File: config.mk
export PLATFORM = sky130hd
export DESIGN_NAME = hilbert_curve_index_codec_top
export DESIGN_NICKNAME = d
export VERILOG_FILES = /design/src/hdl/hcic_pkg.sv /design/src/hdl/hilbert_curve_index_codec_top.sv /design/src/hdl/hcic_stage.sv
export VERILOG_INCLUDE_DIRS = /design/src /design/src/hdl
export SDC_FILE = /design/constraint.sdc
export NUM_CORES = 2
export LEC_CHECK = 0
export ABC_AREA = 1
export BUFFER_PORTS_ARGS = -buffer_cell sky130_fd_sc_hd__buf_2
export CAP_MARGIN = 25
export CORE_MARGIN = 2
export CORE_UTILIZATION = 30
export CTS_CLUSTER_SIZE = 40
export DETAILED_ROUTE_END_ITERATION = 10
export GPL_ROUTABILITY_DRIVEN = 0
export PLACE_DENSITY = 0.55
export SKIP_LAST_GASP = 1
export SLEW_MARGIN = 10
export SYNTH_ARGS = -nofsm -noshare
export SYNTH_HDL_FRONTEND = slang
export SYNTH_SLANG_ARGS = --single-unit
File: constraint.sdc
create_clock -name clk -period 5.7 [get_ports clk]
set_input_delay 0.57 -clock clk [delete_from_list [all_inputs] [get_ports clk]]
set_output_delay 0.57 -clock clk [all_outputs]
set_load 0.03 [all_outputs]
File: src/hdl/hilbert_curve_index_codec_top_macros.svh
// assertion macros for the hilbert curve index codec
`ifndef HILBERT_CURVE_INDEX_CODEC_TOP_MACROS_SVH
`define HILBERT_CURVE_INDEX_CODEC_TOP_MACROS_SVH

// same-cycle implication, sampled on clk, off during reset
`define HCIC_ASSERT_NOW(lbl, ante, cons, msg) \
	lbl: assert property (@(posedge clk) disable iff (!arst_n) (ante) |-> (cons)) \
		else $error(msg);

// next-cycle implication, sampled on clk, off during reset
`define HCIC_ASSERT_NEXT(lbl, ante, cons, msg) \
	lbl: assert property (@(posedge clk) disable iff (!arst_n) (ante) |=> (cons)) \
		else $error(msg);

`endif

File: src/hdl/hcic_pkg.sv
// shared types and constants for the hilbert curve index codec
`timescale 1ns / 1ps

package hcic_pkg;

	localparam int MAX_ORDER_DEF = 16;
	localparam int LVL_PER_STG   = 4;
	localparam int ORDER_W       = 6;
	localparam int CFG_W         = 5;

	localparam logic [CFG_W-1:0] GRID_ORDER_RST = 5'd16;

	localparam logic CMD_ENCODE = 1'b0;
	localparam logic CMD_DECODE = 1'b1;

	typedef struct packed {
		logic        command;
		logic [15:0] coord_y;
		logic [15:0] coord_x;
		logic [31:0] curve_index;
	} in_word_t;

	typedef struct packed {
		logic [31:0] index_out;
		logic [15:0] row_out;
		logic [15:0] col_out;
	} out_word_t;

endpackage

File: src/hdl/hilbert_curve_index_codec_top.sv
// top level of the hilbert curve index codec
//
//   channel | dir | handshake            | word
//   in      | in  | in_valid / in_ready  | in_data  (command, coord_y, coord_x, curve_index)
//   out     | out | out_valid/ out_ready | out_data (index_out, row_out, col_out)
//   cfg     | in  | cfg_valid/ cfg_ready | cfg_data (grid_order)
//
// one word in and one word out per cycle when the output is taken
// the path runs through the input register, the level stages and the output register
// each level stage resolves four curve levels, which sets the stage count
// reset clears all valid bits and sets grid_order to 16; no clearing pass
// a stall at the output backs up stage by stage without dropping a word
`timescale 1ns / 1ps

module hilbert_curve_index_codec_top
	import hcic_pkg::*;
#(
	parameter int MAX_ORDER = MAX_ORDER_DEF
) (
	input  logic             clk,
	input  logic             arst_n,
	input  logic             in_valid,
	output logic             in_ready,
	input  in_word_t         in_data,
	output logic             out_valid,
	input  logic             out_ready,
	output out_word_t        out_data,
	input  logic             cfg_valid,
	output logic             cfg_ready,
	input  logic [CFG_W-1:0] cfg_data
);

	`include "hilbert_curve_index_codec_top_macros.svh"

	localparam int CW   = MAX_ORDER;
	localparam int IW   = 2 * MAX_ORDER;
	localparam int NSTG = (MAX_ORDER + LVL_PER_STG - 1) / LVL_PER_STG;

	logic [CFG_W-1:0]   grid_order_q;
	logic [ORDER_W-1:0] order;
	logic [CW-1:0]      cmask;
	logic [IW-1:0]      imask;

	logic          vld_s1;
	logic          cmd_s1;
	logic [CW-1:0] y_s1;
	logic [CW-1:0] x_s1;
	logic [IW-1:0] acc_s1;

	logic [NSTG:0]         v_c;
	logic [NSTG:0]         r_c;
	logic [NSTG:0]         cmd_c;
	logic [NSTG:0][CW-1:0] y_c;
	logic [NSTG:0][CW-1:0] x_c;
	logic [NSTG:0][IW-1:0] acc_c;

	logic      vld_so;
	logic      cmd_so;
	out_word_t res_so;

	// configuration
	assign cfg_ready = 1'b1;

	always_ff @(posedge clk or negedge arst_n) begin
		if (!arst_n) begin
			grid_order_q <= GRID_ORDER_RST;
		end else if (cfg_valid && cfg_ready) begin
			grid_order_q <= cfg_data;
		end
	end

	assign order = (ORDER_W'(grid_order_q) > ORDER_W'(MAX_ORDER)) ?
		ORDER_W'(MAX_ORDER) : ORDER_W'(grid_order_q);

	always_comb begin
		for (int i = 0; i < CW; i++) begin
			cmask[i] = (i < int'(order));
		end
		for (int j = 0; j < IW; j++) begin
			imask[j] = cmask[j/2];
		end
	end

	// input register, masks to the order in use
	assign in_ready = !vld_s1 || r_c[0];

	always_ff @(posedge clk or negedge arst_n) begin
		if (!arst_n) begin
			vld_s1 <= 1'b0;
		end else if (in_ready) begin
			vld_s1 <= in_valid;
		end
	end

	always_ff @(posedge clk) begin
		if (in_valid && in_ready) begin
			cmd_s1 <= in_data.command;
			y_s1   <= CW'(in_data.coord_y) & cmask;
			x_s1   <= CW'(in_data.coord_x) & cmask;
			acc_s1 <= (in_data.command == CMD_DECODE) ?
				(IW'(in_data.curve_index) & imask) : '0;
		end
	end

	assign v_c[0]   = vld_s1;
	assign cmd_c[0] = cmd_s1;
	assign y_c[0]   = y_s1;
	assign x_c[0]   = x_s1;
	assign acc_c[0] = acc_s1;

	// level stages
	for (genvar g = 0; g < NSTG; g++) begin : g_stage
		hcic_stage #(
			.CW  (CW),
			.IW  (IW),
			.STG (g),
			.LPS (LVL_PER_STG)
		) u_stage (
			.clk      (clk),
			.arst_n   (arst_n),
			.order    (order),
			.up_valid (v_c[g]),
			.up_ready (r_c[g]),
			.up_cmd   (cmd_c[g]),
			.up_y     (y_c[g]),
			.up_x     (x_c[g]),
			.up_acc   (acc_c[g]),
			.dn_valid (v_c[g+1]),
			.dn_ready (r_c[g+1]),
			.dn_cmd   (cmd_c[g+1]),
			.dn_y     (y_c[g+1]),
			.dn_x     (x_c[g+1]),
			.dn_acc   (acc_c[g+1])
		);
	end

	// output register
	assign r_c[NSTG] = !vld_so || out_ready;

	always_ff @(posedge clk or negedge arst_n) begin
		if (!arst_n) begin
			vld_so <= 1'b0;
		end else if (r_c[NSTG]) begin
			vld_so <= v_c[NSTG];
		end
	end

	always_ff @(posedge clk) begin
		if (r_c[NSTG] && v_c[NSTG]) begin
			cmd_so           <= cmd_c[NSTG];
			res_so.index_out <= (cmd_c[NSTG] == CMD_ENCODE) ? 32'(acc_c[NSTG]) : '0;
			res_so.row_out   <= (cmd_c[NSTG] == CMD_DECODE) ? 16'(y_c[NSTG]) : '0;
			res_so.col_out   <= (cmd_c[NSTG] == CMD_DECODE) ? 16'(x_c[NSTG]) : '0;
		end
	end

	assign out_valid = vld_so;
	assign out_data  = res_so;

	`HCIC_ASSERT_NOW(a_stall_from_out, !in_ready, out_valid && !out_ready, "input stalled without output stall")
	`HCIC_ASSERT_NOW(a_dec_no_index, vld_so && (cmd_so == CMD_DECODE), res_so.index_out == '0, "decode word with nonzero index")
	`HCIC_ASSERT_NOW(a_enc_no_coord, vld_so && (cmd_so == CMD_ENCODE), (res_so.row_out == '0) && (res_so.col_out == '0), "encode word with nonzero coordinates")

endmodule

File: src/hdl/hcic_stage.sv
// one pipeline stage of the codec, LPS curve levels per stage
`timescale 1ns / 1ps

module hcic_stage
	import hcic_pkg::*;
#(
	parameter int CW  = MAX_ORDER_DEF,
	parameter int IW  = 2 * MAX_ORDER_DEF,
	parameter int STG = 0,
	parameter int LPS = LVL_PER_STG
) (
	input  logic               clk,
	input  logic               arst_n,
	input  logic [ORDER_W-1:0] order,
	input  logic               up_valid,
	output logic               up_ready,
	input  logic               up_cmd,
	input  logic [CW-1:0]      up_y,
	input  logic [CW-1:0]      up_x,
	input  logic [IW-1:0]      up_acc,
	output logic               dn_valid,
	input  logic               dn_ready,
	output logic               dn_cmd,
	output logic [CW-1:0]      dn_y,
	output logic [CW-1:0]      dn_x,
	output logic [IW-1:0]      dn_acc
);

	logic          vld_sn;
	logic          cmd_sn;
	logic [CW-1:0] y_sn;
	logic [CW-1:0] x_sn;
	logic [IW-1:0] acc_sn;

	logic [CW-1:0] y_nx;
	logic [CW-1:0] x_nx;
	logic [IW-1:0] acc_nx;

	always_comb begin
		int step;
		logic rx;
		logic ry;
		logic [CW-1:0] t;
		logic [CW-1:0] sm;
		y_nx   = up_y;
		x_nx   = up_x;
		acc_nx = up_acc;
		rx     = 1'b0;
		ry     = 1'b0;
		t      = '0;
		sm     = '0;
		for (int k = 0; k < LPS; k++) begin
			step = STG * LPS + k;
			if (step < CW) begin
				if (up_cmd == CMD_ENCODE) begin
					// top level first
					if ((CW - 1 - step) < int'(order)) begin
						ry = y_nx[CW-1-step];
						rx = x_nx[CW-1-step];
						acc_nx[2*(CW-1-step) +: 2] = {rx, rx ^ ry};
						if (!ry) begin
							if (rx) begin
								y_nx = ~y_nx;
								x_nx = ~x_nx;
							end
							t    = x_nx;
							x_nx = y_nx;
							y_nx = t;
						end
					end
				end else begin
					// bottom level first
					if (step < int'(order)) begin
						sm = (CW'(1) << step) - CW'(1);
						rx = acc_nx[2*step+1];
						ry = acc_nx[2*step] ^ rx;
						if (!ry) begin
							if (rx) begin
								y_nx = y_nx ^ sm;
								x_nx = x_nx ^ sm;
							end
							t    = x_nx;
							x_nx = y_nx;
							y_nx = t;
						end
						x_nx[step] = rx;
						y_nx[step] = ry;
					end
				end
			end
		end
	end

	assign up_ready = !vld_sn || dn_ready;

	always_ff @(posedge clk or negedge arst_n) begin
		if (!arst_n) begin
			vld_sn <= 1'b0;
		end else if (up_ready) begin
			vld_sn <= up_valid;
		end
	end

	always_ff @(posedge clk) begin
		if (up_ready && up_valid) begin
			cmd_sn <= up_cmd;
			y_sn   <= y_nx;
			x_sn   <= x_nx;
			acc_sn <= acc_nx;
		end
	end

	assign dn_valid = vld_sn;
	assign dn_cmd   = cmd_sn;
	assign dn_y     = y_sn;
	assign dn_x     = x_sn;
	assign dn_acc   = acc_sn;

endmodule
==> results.ini <==
[critical_path]
crit_required_ps = 6140
worstPathMaxFanout = 30
crit_family = simple AND/OR/NAND/NOR gates
crit_chain = nor2_2 -> nand2_2 -> nand2_2 -> inv_1 -> nand2_1 -> nand3_1 -> nand2_1 -> inv_1 -> nand2_2 -> nand3_2 -> nand2_1 -> nand2_2 -> nand2_2 -> inv_2 -> nand2_1 -> nand3_1 -> nand2_1 -> nand3_1 -> inv_2 -> nand3_1 -> nand2_1 -> nand2_1
start_kind = register
critPathBufInv = 4
critPathArrivalTime_ps = 5520
slowest_stage = nor2_2
crit_type = register to register
worstSetupEndpointType = register
crit_path_max_incr_delay_ps = 580
critPathMostFrequentCell = nand2_1

[layout]
post-route-util_pct = 33.1
area_growth_pct = 9.51
instances_no_fill = 8564
fillers = 14653
stdcell_area_um2 = 44100
layout.cells.most_common = nand2_1
final_cell_mix = nand2_1 (2815), nand3_1 (966), inv_1 (737), a21oi_1 (473), edfxtp_1 (389)
final_nets = 6839
drive_gt1_share_pct = 7.51

[route]
wl_per_cell_um = 17.5
viasPerCell = 5.19
firstDrtPassIters = 6
vias = 44411
wl_mm = 150
antenna_left = 0
drcViolationCount = 0
first_iter_violations = 4469

[placement]
dpl_worst_slack_ps = 541
post-dp-hpwl_mm = 110
io_buffers = 140
place_area_um2 = 42200
dp_cells = 8465

[clock_network]
clock_sinks = 400
cts_tree = built
cts_buffer_depth = 3
clkSlewWorstSetupHoldPaths_ps = 60
h-tree-depth = 2
clk_latency_ps = 680
cts-root-buf = clkbuf_16
cts_inserted_buffers = 52

[synthesis]
synthesis.nets = 6903
synth.avg_cell_area_um2 = 5.90
yosys.area_share.xor_xnor_pct = 1.31
syn_area_um2 = 40200
netlist_instances = 6818
ys_seq_elements = 400
synth-edff-count = 389
muxShareOfSynthArea_pct = 0.106
synth_top_family_by_area = simple AND/OR/NAND/NOR gates
synthFlopType = edfxtp_1
seq_area_frac_synth_pct = 29.7
synth-async-reset-ratio_pct = 2.75
synth-compound-area-share_pct = 12.9
yosys.cell_types.count = 54
synth_fa_ha_area_share_pct = 0.311
yosysWarnings = 0
yosys.area_share.simple_pct = 43.7

[timing]
clock.fmax_ghz = 0.197
final_max_slew_viol_count = 0
finClkSkew_ps = 41.6
holdWs_ps = 154
rsz0062_at_grt = no
fin_crit_sh_pct = 89.3
tightestPinTransition_ps = 964
setup_violations = 0
setup-tns-final_ps = 0
hold_viol = 0
fin_crit_ps = 5090
max_slew_margin_pct = 35.7
setup_slack_ps = 612

[global_route]
grtUsageTotal_pct = 21.2
antenna_found_initial = 0
grt_pass1_vias = 40455
grt_max_degree = 158
grt_first_pass_wirelength_mm = 232
overflow = 0

[status]
status = finished clean

[worst_hold_path]
min_path_type = input pin to register

[pwr]
power.total_mw = 26.7
p_leak_nw = 22.1
max-vdd-ir-drop_mv = 0.390
p_per_area_nw_per_um2 = 605

[die]
initial_core_util_pct = 30.2
die_width_um = 370
io_pins = 142
coreArea_um2 = 133000
fp.dieH_um = 370
row_count = 134
dieArea_um2 = 137000

[run]
drv_cap = 0

[state kept, by name (all words and copies together) (netlist names), 5 cells and up]
| name | count |
|---|---|
| grid_order_q | 5 |
| g_stage.u_stage.dn_acc | 128 |
| x_s1 | 16 |
| y_s1 | 16 |
| g_stage.u_stage.dn_x | 64 |
| g_stage.u_stage.dn_y | 64 |
| acc_s1 | 32 |
| out_data | 64 |
[final timing paths]
kind / slack, ps / cells after the start / start / endpoint
hold reg to reg: 400 / 0 / g_stage[0].u_stage.dn_acc[6] / g_stage[1].u_stage.dn_acc[6]
hold / removal: 150 / 3 / in_data[49] / y_s1[1]
max in group asynchronous: 5030 / 2 / arst_n / grid_order_q[4]
setup / recovery: 610 / 22 / grid_order_q[3] / g_stage[3].u_stage.dn_y[10]
setup reg to reg: 610 / 22 / grid_order_q[3] / g_stage[3].u_stage.dn_y[10]
min in group asynchronous: 340 / 2 / arst_n / out_valid
[worst register-to-register path, stage by stage (launching register included)]
cell     delay [ps]
dfrtp_1         490
nor2_2          580
nand2_2         380
nand2_2         250
inv_1            90
nand2_1          60
nand3_1         200
nand2_1         180
inv_1            70
nand2_2         100
nand3_2         330
nand2_1         190
nand2_2         180
nand2_2         260
inv_2           250
nand2_1         130
nand3_1          70
nand2_1         130
nand3_1         120
inv_2           480
nand3_1         170
nand2_1          90
nand2_1          50
[cells by family (layout without fill, tap and decap cells)]
kind of cell,after synthesis,count (layout)
AND/OR/NAND/NOR,4225,4225
buffers and inverters,1174,1151
AO/OA/AOI/OAI,944,944
flip-flops,400,400
XOR/XNOR,60,60
adder cells (fa/ha/maj),10,10
multiplexers,4,4
other,1,2
[synth_stat cells (10+ instances only)]
master,number,area [um^2]
xnor2_1,42,368
nor2_1,304,1140
nand2_2,29,181
dfrtp_1,10,250
o22ai_1,61,382
edfxtp_1,389,11700
buf_1,58,218
a21oi_1,476,2380
ha_1,10,125
o21ai_1,28,140
nand3_2,14,140
nor2_2,15,93.8
o21ai_0,248,1240
inv_2,40,150
nand2_1,2815,10600
clkbuf_1,124,465
clkinv_1,11,41.3
o211ai_1,63,473
a21oi_2,29,254
buf_6,12,135
xor2_1,18,158
nand3_1,966,4830
a22oi_1,13,97.6
inv_1,741,2780
buf_4,39,293
nand4_1,51,319
buf_2,147,736
[metal layers]
| layer | share of wire (%) | vias up | routed length, um | GRT usage (%) |
|---|---|---|---|---|
| li1 | - | 21885 | - | - |
| met1 | 44 | 20551 | 66100 | 29.1 |
| met2 | 46 | 1777 | 68800 | 34.7 |
| met3 | 7.7 | 198 | 11600 | 2.95 |
| met4 | 2.5 | 0 | 3740 | 5.96 |
| met5 | 0 | - | 0 | 0 |
[power by group]
group	switching [mW]	internal (mW)	leakage, nW
clock	1.45	1.96	0.844
combinational	12.6	5.19	17.3
sequential	0.779	4.65	3.97
[layout make-up]
class	count	area (um^2)	area share, %
Clock buffer	69	1430	3.23
Sequential cell	400	12000	27.1
Multi-Input combinational cell	5244	23500	53.3
Antenna cell	1	2.50	0.00568
Inverter	793	2980	6.76
Tap cell	1768	2210	5.02
Clock inverter	26	335	0.761
Timing Repair Buffer	263	1660	3.77
[repair_timing]
item,CTS,global route
endpoints found under the setup margin,0,29
endpoints found under the hold margin,10,0
hold buffers,1,0
buffers inserted,0,0
gates resized for setup,0,1
Power figures use the tool's default switching activity.
